$ cat src/rtl/core/ura_pkg.sv
// Shared types and constants for the USB audio rate feedback block.
package ura_pkg;

  localparam int unsigned CFG_IDX_W = 3;
  localparam int unsigned CFG_DATA_W = 32;
  localparam int unsigned RATE_SHIFT = 10;
  localparam int unsigned IIR_SHIFT = 3;

  typedef logic [CFG_IDX_W-1:0] cfg_idx_t;

  localparam cfg_idx_t CFG_IDX_NOMINAL = 3'd0;
  localparam cfg_idx_t CFG_IDX_FILL_SETPOINT = 3'd1;
  localparam cfg_idx_t CFG_IDX_SERVO_GAIN = 3'd2;
  localparam cfg_idx_t CFG_IDX_SERVO_CLAMP = 3'd3;
  localparam cfg_idx_t CFG_IDX_OUTER_CLAMP = 3'd4;

  localparam logic [31:0] NOMINAL_RST = 32'd786432;
  localparam logic [7:0] FILL_SETPOINT_RST = 8'd8;
  localparam logic [15:0] SERVO_GAIN_RST = 16'd1024;
  localparam logic [15:0] SERVO_CLAMP_RST = 16'd8192;
  localparam logic [15:0] OUTER_CLAMP_RST = 16'd16384;

  typedef struct packed {
    logic [31:0] nominal_feedback;
    logic [7:0]  fill_setpoint;
    logic [15:0] servo_gain;
    logic [15:0] servo_clamp;
    logic [15:0] outer_clamp;
  } cfg_t;

  typedef struct packed {
    logic [31:0] words_total;
    logic [7:0]  fill_level;
    logic [31:0] restart_value;
  } item_t;

  typedef struct packed {
    logic [31:0] feedback_value;
    logic        updated;
  } res_t;

endpackage

$ cat src/rtl/core/ura_cfg_regs.sv
// Configuration register file for the rate feedback block.
module ura_cfg_regs import ura_pkg::*; (
  input  logic                  clk,
  input  logic                  rst_n,
  input  logic                  cfg_we,
  input  cfg_idx_t              cfg_index,
  input  logic [CFG_DATA_W-1:0] cfg_wdata,
  output cfg_t                  cfg
);

  cfg_t cfg_r;

  always_ff @(posedge clk) begin
    if (!rst_n) begin
      cfg_r.nominal_feedback <= NOMINAL_RST;
      cfg_r.fill_setpoint <= FILL_SETPOINT_RST;
      cfg_r.servo_gain <= SERVO_GAIN_RST;
      cfg_r.servo_clamp <= SERVO_CLAMP_RST;
      cfg_r.outer_clamp <= OUTER_CLAMP_RST;
    end else if (cfg_we) begin
      case (cfg_index)
        CFG_IDX_NOMINAL: cfg_r.nominal_feedback <= cfg_wdata;
        CFG_IDX_FILL_SETPOINT: cfg_r.fill_setpoint <= cfg_wdata[7:0];
        CFG_IDX_SERVO_GAIN: cfg_r.servo_gain <= cfg_wdata[15:0];
        CFG_IDX_SERVO_CLAMP: cfg_r.servo_clamp <= cfg_wdata[15:0];
        CFG_IDX_OUTER_CLAMP: cfg_r.outer_clamp <= cfg_wdata[15:0];
        default: ;
      endcase
    end
  end

  assign cfg = cfg_r;

endmodule

$ cat src/rtl/core/ura_rate_update.sv
// Rate state registers and the per-tick filter, servo and clamp datapath.
module ura_rate_update import ura_pkg::*; (
  input  logic  clk,
  input  logic  rst_n,
  input  logic  fire,
  input  item_t item,
  input  cfg_t  cfg,
  output res_t  res
);

  logic [1:0]  phase_r;
  logic [31:0] last_total_r;
  logic [31:0] filtered_r;
  logic [31:0] feedback_r;

  logic [1:0]  phase_nxt;
  logic [31:0] last_total_nxt;
  logic [31:0] filtered_nxt;
  logic [31:0] feedback_nxt;

  logic               restart;
  logic [1:0]         phase_base;
  logic [31:0]        total_base;
  logic [31:0]        filt_base;
  logic               measure;
  logic [31:0]        delta;
  logic [31:0]        raw;
  logic signed [32:0] diff;
  logic signed [32:0] step;
  logic [32:0]        filt_sum;
  logic [31:0]        filt_new;
  logic signed [8:0]  fill_err;
  logic signed [25:0] prod;
  logic signed [25:0] servo_raw;
  logic signed [25:0] clamp_pos;
  logic signed [25:0] clamp_neg;
  logic signed [25:0] servo;
  logic signed [33:0] sum;
  logic signed [33:0] hi;
  logic signed [33:0] lo;
  logic signed [33:0] sum_cl;
  logic               do_update;

  always_comb begin
    restart = (item.restart_value != 32'd0);
    phase_base = restart ? 2'd0 : phase_r;
    total_base = restart ? item.words_total : last_total_r;
    filt_base = restart ? item.restart_value : filtered_r;
    phase_nxt = phase_base + 2'd1;
    measure = (phase_nxt == 2'd0);
    delta = item.words_total - total_base;
    last_total_nxt = measure ? item.words_total : total_base;
    do_update = measure && (delta != 32'd0);

    raw = {delta[31-RATE_SHIFT:0], {RATE_SHIFT{1'b0}}};
    // floor division by 8 via arithmetic shift
    diff = $signed({1'b0, raw}) - $signed({1'b0, filt_base});
    step = diff >>> IIR_SHIFT;
    filt_sum = {1'b0, filt_base} + step;
    filt_new = (filt_base == 32'd0) ? raw : filt_sum[31:0];
    filtered_nxt = do_update ? filt_new : filt_base;

    fill_err = $signed({1'b0, item.fill_level}) - $signed({1'b0, cfg.fill_setpoint});
    prod = 26'(fill_err * $signed({1'b0, cfg.servo_gain}));
    servo_raw = -prod;
    clamp_pos = $signed({10'd0, cfg.servo_clamp});
    clamp_neg = -clamp_pos;
    if (servo_raw > clamp_pos) begin
      servo = clamp_pos;
    end else if (servo_raw < clamp_neg) begin
      servo = clamp_neg;
    end else begin
      servo = servo_raw;
    end

    sum = $signed({2'b00, filt_new}) + $signed({{8{servo[25]}}, servo});
    hi = $signed({2'b00, cfg.nominal_feedback}) + $signed({18'd0, cfg.outer_clamp});
    lo = $signed({2'b00, cfg.nominal_feedback}) - $signed({18'd0, cfg.outer_clamp});
    sum_cl = sum;
    if (sum_cl > hi) sum_cl = hi;
    if (sum_cl < lo) sum_cl = lo;
    if (sum_cl[33]) begin
      feedback_nxt = 32'd0;
    end else if (sum_cl[32]) begin
      feedback_nxt = 32'hFFFF_FFFF;
    end else begin
      feedback_nxt = sum_cl[31:0];
    end
    if (!do_update) feedback_nxt = feedback_r;

    res.feedback_value = feedback_nxt;
    res.updated = do_update;
  end

  always_ff @(posedge clk) begin
    if (!rst_n) begin
      phase_r <= 2'd0;
      last_total_r <= 32'd0;
      filtered_r <= 32'd0;
      feedback_r <= NOMINAL_RST;
    end else if (fire) begin
      phase_r <= phase_nxt;
      last_total_r <= last_total_nxt;
      filtered_r <= filtered_nxt;
      feedback_r <= feedback_nxt;
    end
  end

endmodule

$ cat src/rtl/core/usb_audio_rate_feedback_core.sv
// An accepted word goes from the input register to the result register, which drives
// the output. Throughput: one word per cycle while out_stall does not hold a result;
// the two registers form a two-stage pipeline, and the rate state updates as a word
// leaves stage one. Reset (rst_n low, synchronous): pipeline empties, tick phase, last
// count and filter clear, feedback returns to nominal, registers return to defaults.
module usb_audio_rate_feedback_core import ura_pkg::*; (
  input  logic                  clk,
  input  logic                  rst_n,
  input  logic                  cfg_we,
  input  cfg_idx_t              cfg_index,
  input  logic [CFG_DATA_W-1:0] cfg_wdata,
  input  logic                  in_valid,
  output logic                  in_stall,
  input  logic [31:0]           in_words_total,
  input  logic [7:0]            in_fill_level,
  input  logic [31:0]           in_restart_value,
  output logic                  out_valid,
  input  logic                  out_stall,
  output logic [31:0]           out_feedback_value,
  output logic                  out_updated
);

  cfg_t  cfg;
  item_t s1_item_r;
  logic  s1_valid_r;
  res_t  res;
  res_t  out_res_r;
  logic  out_valid_r;
  logic  adv;
  logic  in_acc;

  ura_cfg_regs u_cfg (
    .clk       (clk),
    .rst_n     (rst_n),
    .cfg_we    (cfg_we),
    .cfg_index (cfg_index),
    .cfg_wdata (cfg_wdata),
    .cfg       (cfg)
  );

  ura_rate_update u_rate (
    .clk   (clk),
    .rst_n (rst_n),
    .fire  (adv),
    .item  (s1_item_r),
    .cfg   (cfg),
    .res   (res)
  );

  assign adv = s1_valid_r && (!out_valid_r || !out_stall);
  assign in_stall = s1_valid_r && !adv;
  assign in_acc = in_valid && !in_stall;

  always_ff @(posedge clk) begin
    if (!rst_n) begin
      s1_valid_r <= 1'b0;
    end else if (in_acc) begin
      s1_valid_r <= 1'b1;
    end else if (adv) begin
      s1_valid_r <= 1'b0;
    end
  end

  always_ff @(posedge clk) begin
    if (in_acc) begin
      s1_item_r.words_total <= in_words_total;
      s1_item_r.fill_level <= in_fill_level;
      s1_item_r.restart_value <= in_restart_value;
    end
  end

  always_ff @(posedge clk) begin
    if (!rst_n) begin
      out_valid_r <= 1'b0;
    end else if (adv) begin
      out_valid_r <= 1'b1;
    end else if (!out_stall) begin
      out_valid_r <= 1'b0;
    end
  end

  always_ff @(posedge clk) begin
    if (adv) begin
      out_res_r <= res;
    end
  end

  assign out_valid = out_valid_r;
  assign out_feedback_value = out_res_r.feedback_value;
  assign out_updated = out_res_r.updated;

endmodule

$ cat config.mk
export PLATFORM = sky130hd
export DESIGN_NAME = usb_audio_rate_feedback_core
export DESIGN_NICKNAME = d
export VERILOG_FILES = /design/src/rtl/core/ura_pkg.sv /design/src/rtl/core/ura_cfg_regs.sv /design/src/rtl/core/ura_rate_update.sv /design/src/rtl/core/usb_audio_rate_feedback_core.sv
export SDC_FILE = /design/constraint.sdc
export NUM_CORES = 2
export LEC_CHECK = 0
export BUFFER_PORTS_ARGS = -buffer_cell sky130_fd_sc_hd__clkbuf_2
export CORE_UTILIZATION = 40
export CTS_BUF_LIST = sky130_fd_sc_hd__clkbuf_8
export DETAILED_ROUTE_END_ITERATION = 10
export GPL_TIMING_DRIVEN = 0
export SLEW_MARGIN = 20
export SYNTH_ARGS = -nofsm -noshare
export SYNTH_HDL_FRONTEND = slang
export SYNTH_SLANG_ARGS = --single-unit
$ cat constraint.sdc
create_clock -name clk -period 18.6 [get_ports clk]
set_input_delay 1.86 -clock clk [delete_from_list [all_inputs] [get_ports clk]]
set_output_delay 1.86 -clock clk [all_outputs]
set_load 0.01 [all_outputs]
==> results by group <==
Clock tree
  • Root buf cell: clkbuf_8
  • Clk pin slew, worst setup/hold paths: 0.06 ns
  • Hold buffer count at CTS: 0
  • Clk sink count: 293
  • Clock Latency Late Sink: about 0.66 ns
  • CTS tree: built
  • CTS Buf Count: 53
  • CTS max path bufs: 3
  • Htree depth: 2

Synthesis
  • Yosys cell types: slightly below 100
  • Top cells by area, synth: ha_1 15%, dfxtp_1 13%, edfxtp_1 11%
  • Main synth FF type: dfxtp_1
  • Leading area contributor after synthesis: ha_1
  • Register area share after synthesis: 23.5%
  • EDFF count, synth: 105
  • Area of the mapped netlist: 0.0294 mm^2
  • Post-synth top cells: 470 x nand2_1, 351 x inv_1, 345 x ha_1
  • Gate Count Post-Synth: about 3600
  • Avg Cell Area, Syn: 8.17 um^2
  • Most common cell in the netlist: nand2_1
  • Syn nets: 4160
  • Yosys warnings: 0
  • Synth Register Bits: 293
  • Post-synthesis async set-or-reset flop share: 0%
  • Yosys top cell area share: between 10% and 20%

Place
  • Buffers on Ports: 145
  • GP Congestion: 0.972
  • DP Wirelength: 73000 um
  • Pre-CTS setup slack: -2.10 ns
  • DP Area: 0.0314 mm^2

Timing
  • Setup_tns: 0 ns
  • Period minus WS final: 17.76 ns
  • Period utilization: 95.5%
  • Max Clock Skew: approximately 0.027 ns
  • Final Setup Violations: 0
  • Final hold vios: 0
  • Max Freq: 56.3 MHz
  • Final hold slack: 0.449 ns
  • Max-slew violation count: 0
  • Worst slew pin tran: 1.25 ns
  • Final WS setup: 0.839 ns
  • Relative slew margins: 16.7%

Critical path
  • Most used cell, CP: a21o_1
  • CP endpoint kind: register
  • CP max stage cell: or4_1
  • CP max stage delay: 0.64 ns
  • Delay-heaviest family, CP: compound AO/OA/AOI/OAI gates
  • Worst Reg2Reg Path Length in Cells: just under 80
  • RR Endpoint: out_feedback_value[21]$_DFFE_PP_
  • Critical Path RT: 18.99 ns
  • Crit. path cell count: 79
  • Critical path origin: u_cfg.cfg[49]$_SDFFE_PN0P_
  • Worst setup SP type: register
  • Arr. time, crit path: 18.15 ns
  • R2r setup slk: 0.84 ns
  • Crit Reg-Reg Startpoint: u_cfg.cfg[49]$_SDFFE_PN0P_
  • WS Path Type: register to register
  • CP Max Fanout: 10
  • CP endpoint: out_feedback_value[21]$_DFFE_PP_
  • CP bufs+invs: 10

GRT
  • Vias in the first global route: 24900
  • GRT Total Usage: approximately a quarter
  • Largest net degree at the start of global routing: 33
  • Gr ovfl total: 0
  • Initial antenna violation count: 2
  • Global-route wire length before repair: roughly 140000 um

Floorplanning
  • Die area: 0.0745 mm^2
  • Core area: 0.0721 mm^2
  • Site Rows: 98
  • Initial core utilization: 40.7%
  • # IOs: 147
  • Die X-Extent: 273 um
  • Die boundary height: 273 um

Cells and area
  • Final instance area: 0.0331 mm^2
  • Fin nets: 4383
  • Fraction of layout cells with a size suffix above 1: 9.99%
  • FILL cells: 7209
  • Area grow syn2layout: 12.6%

Detailed routing
  • Initial DRC Count: 1970
  • DR pass1 iterations: 7
  • DR vias: 26500
  • DRT antenna net count: 0
  • DR DRC count: 0
  • Vias/cell: approximately 5.5
  • Routed wire per std cell: 18.6 um
  • Routed WL: 89700 um

Job
  • Max Cap Violations: 0

Min path
  • Path type of the worst min-delay path: register to register

Run status
  • Status: finished clean
[tightest hold or removal path: cells and delay by family, from the launching register on]
family | cells | cell delay [ns]
AO/OA/AOI/OAI | 1 | 0.05
flip-flops | 1 | 0.31
AND/OR/NAND/NOR | 1 | 0.05
[registers in the layout, summed over array words and instances, names as in the netlist]
signal	flops
out_feedback_value	32
out_updated	1
out_valid	1
s1_item_r	72
s1_valid_r	1
u_cfg.cfg	88
u_rate.feedback_r	32
u_rate.filtered_r	32
u_rate.last_total_r	32
u_rate.phase_r	2
[routing by layer]
layer	track usage (%)	wire (um)
met1	32.8	42000
met2	38.3	40800
met4	6.06	2150
met5	0	13
met3	2.74	4750
[worst min-delay path by stage]
stage,end,depth (start not counted),slack [ns],from
floorplan,u_rate.phase_r[0]$_SDFFE_PN0P_,1,0.42,u_rate.phase_r[0]$_SDFFE_PN0P_
global placement,u_rate.feedback_r[10]$_SDFFE_PN0P_,2,0.44,u_rate.feedback_r[10]$_SDFFE_PN0P_
detailed placement,u_rate.feedback_r[6]$_SDFFE_PN0P_,2,0.44,u_rate.feedback_r[6]$_SDFFE_PN0P_
CTS,u_rate.feedback_r[3]$_SDFFE_PN0P_,2,0.45,u_rate.feedback_r[3]$_SDFFE_PN0P_
global route,u_rate.last_total_r[21]$_SDFFE_PN0P_,2,0.48,u_rate.last_total_r[21]$_SDFFE_PN0P_
finish,u_rate.feedback_r[3]$_SDFFE_PN0P_,2,0.45,u_rate.feedback_r[3]$_SDFFE_PN0P_
[cells by family after synthesis]
kind of cell,Yosys count,synth area share (%)
xor gates and xnor gates,191,5.69
DFF,293,23.5
muxes,67,2.33
AOI/OAI and AO/OA,921,20.7
adders and majority gates,455,22.2
buffers and inverters,504,6.60
and+or+nand+nor,1163,18.9
[stage by stage]
| stage | std cells | utilization [%] |
|---|---|---|
| global placement | 4689 | 43.4 |
| floorplan | 3594 | - |
| finish | 4813 | 45.9 |
| CTS | 4800 | 45.4 |
| global route | 4813 | 45.9 |
| detailed placement | 4693 | 43.5 |
[final cells by class]
cell class / count / area [um^2] / share of cell area [%]
Sequential cell: 293 / 6920 / 20.9
Clock inverter: 40 / 288 / 0.870
Timing Repair Buffer: 171 / 988 / 2.99
Multi-Input combinational cell: 2797 / 20900 / 63.1
Inverter: 355 / 1330 / 4.03
Antenna cell: 1 / 2.50 / 0.00756
Buffer: 146 / 679 / 2.05
Tap cell: 950 / 1190 / 3.59
Clock buffer: 60 / 826 / 2.50
[cell usage in the layout (no fill, tap or decap), types with 86 or more instances in the layout]
cell type	instances
nand2_1	470
inv_1	367
ha_1	345
a21oi_1	323
nor2_1	194
dfxtp_1	187
clkbuf_2	152
o21ai_0	119
xnor2_1	114
fa_1	109
a21o_1	108
edfxtp_1	105
clkbuf_1	100
and2_1	86
[repair_timing]
action                                  in CTS  in global routing
gates resized for setup                     41                 76
setup buffers                                7                 14
endpoints found under the hold margin        0                  0
pin swaps                                    4                 11
endpoints found under the setup margin      64                 64
gates cloned                                 0                  1
Power is left out: the tool's default activity adds up to more than one toggle a clock period on the data nets, which glitch-free logic cannot reach.
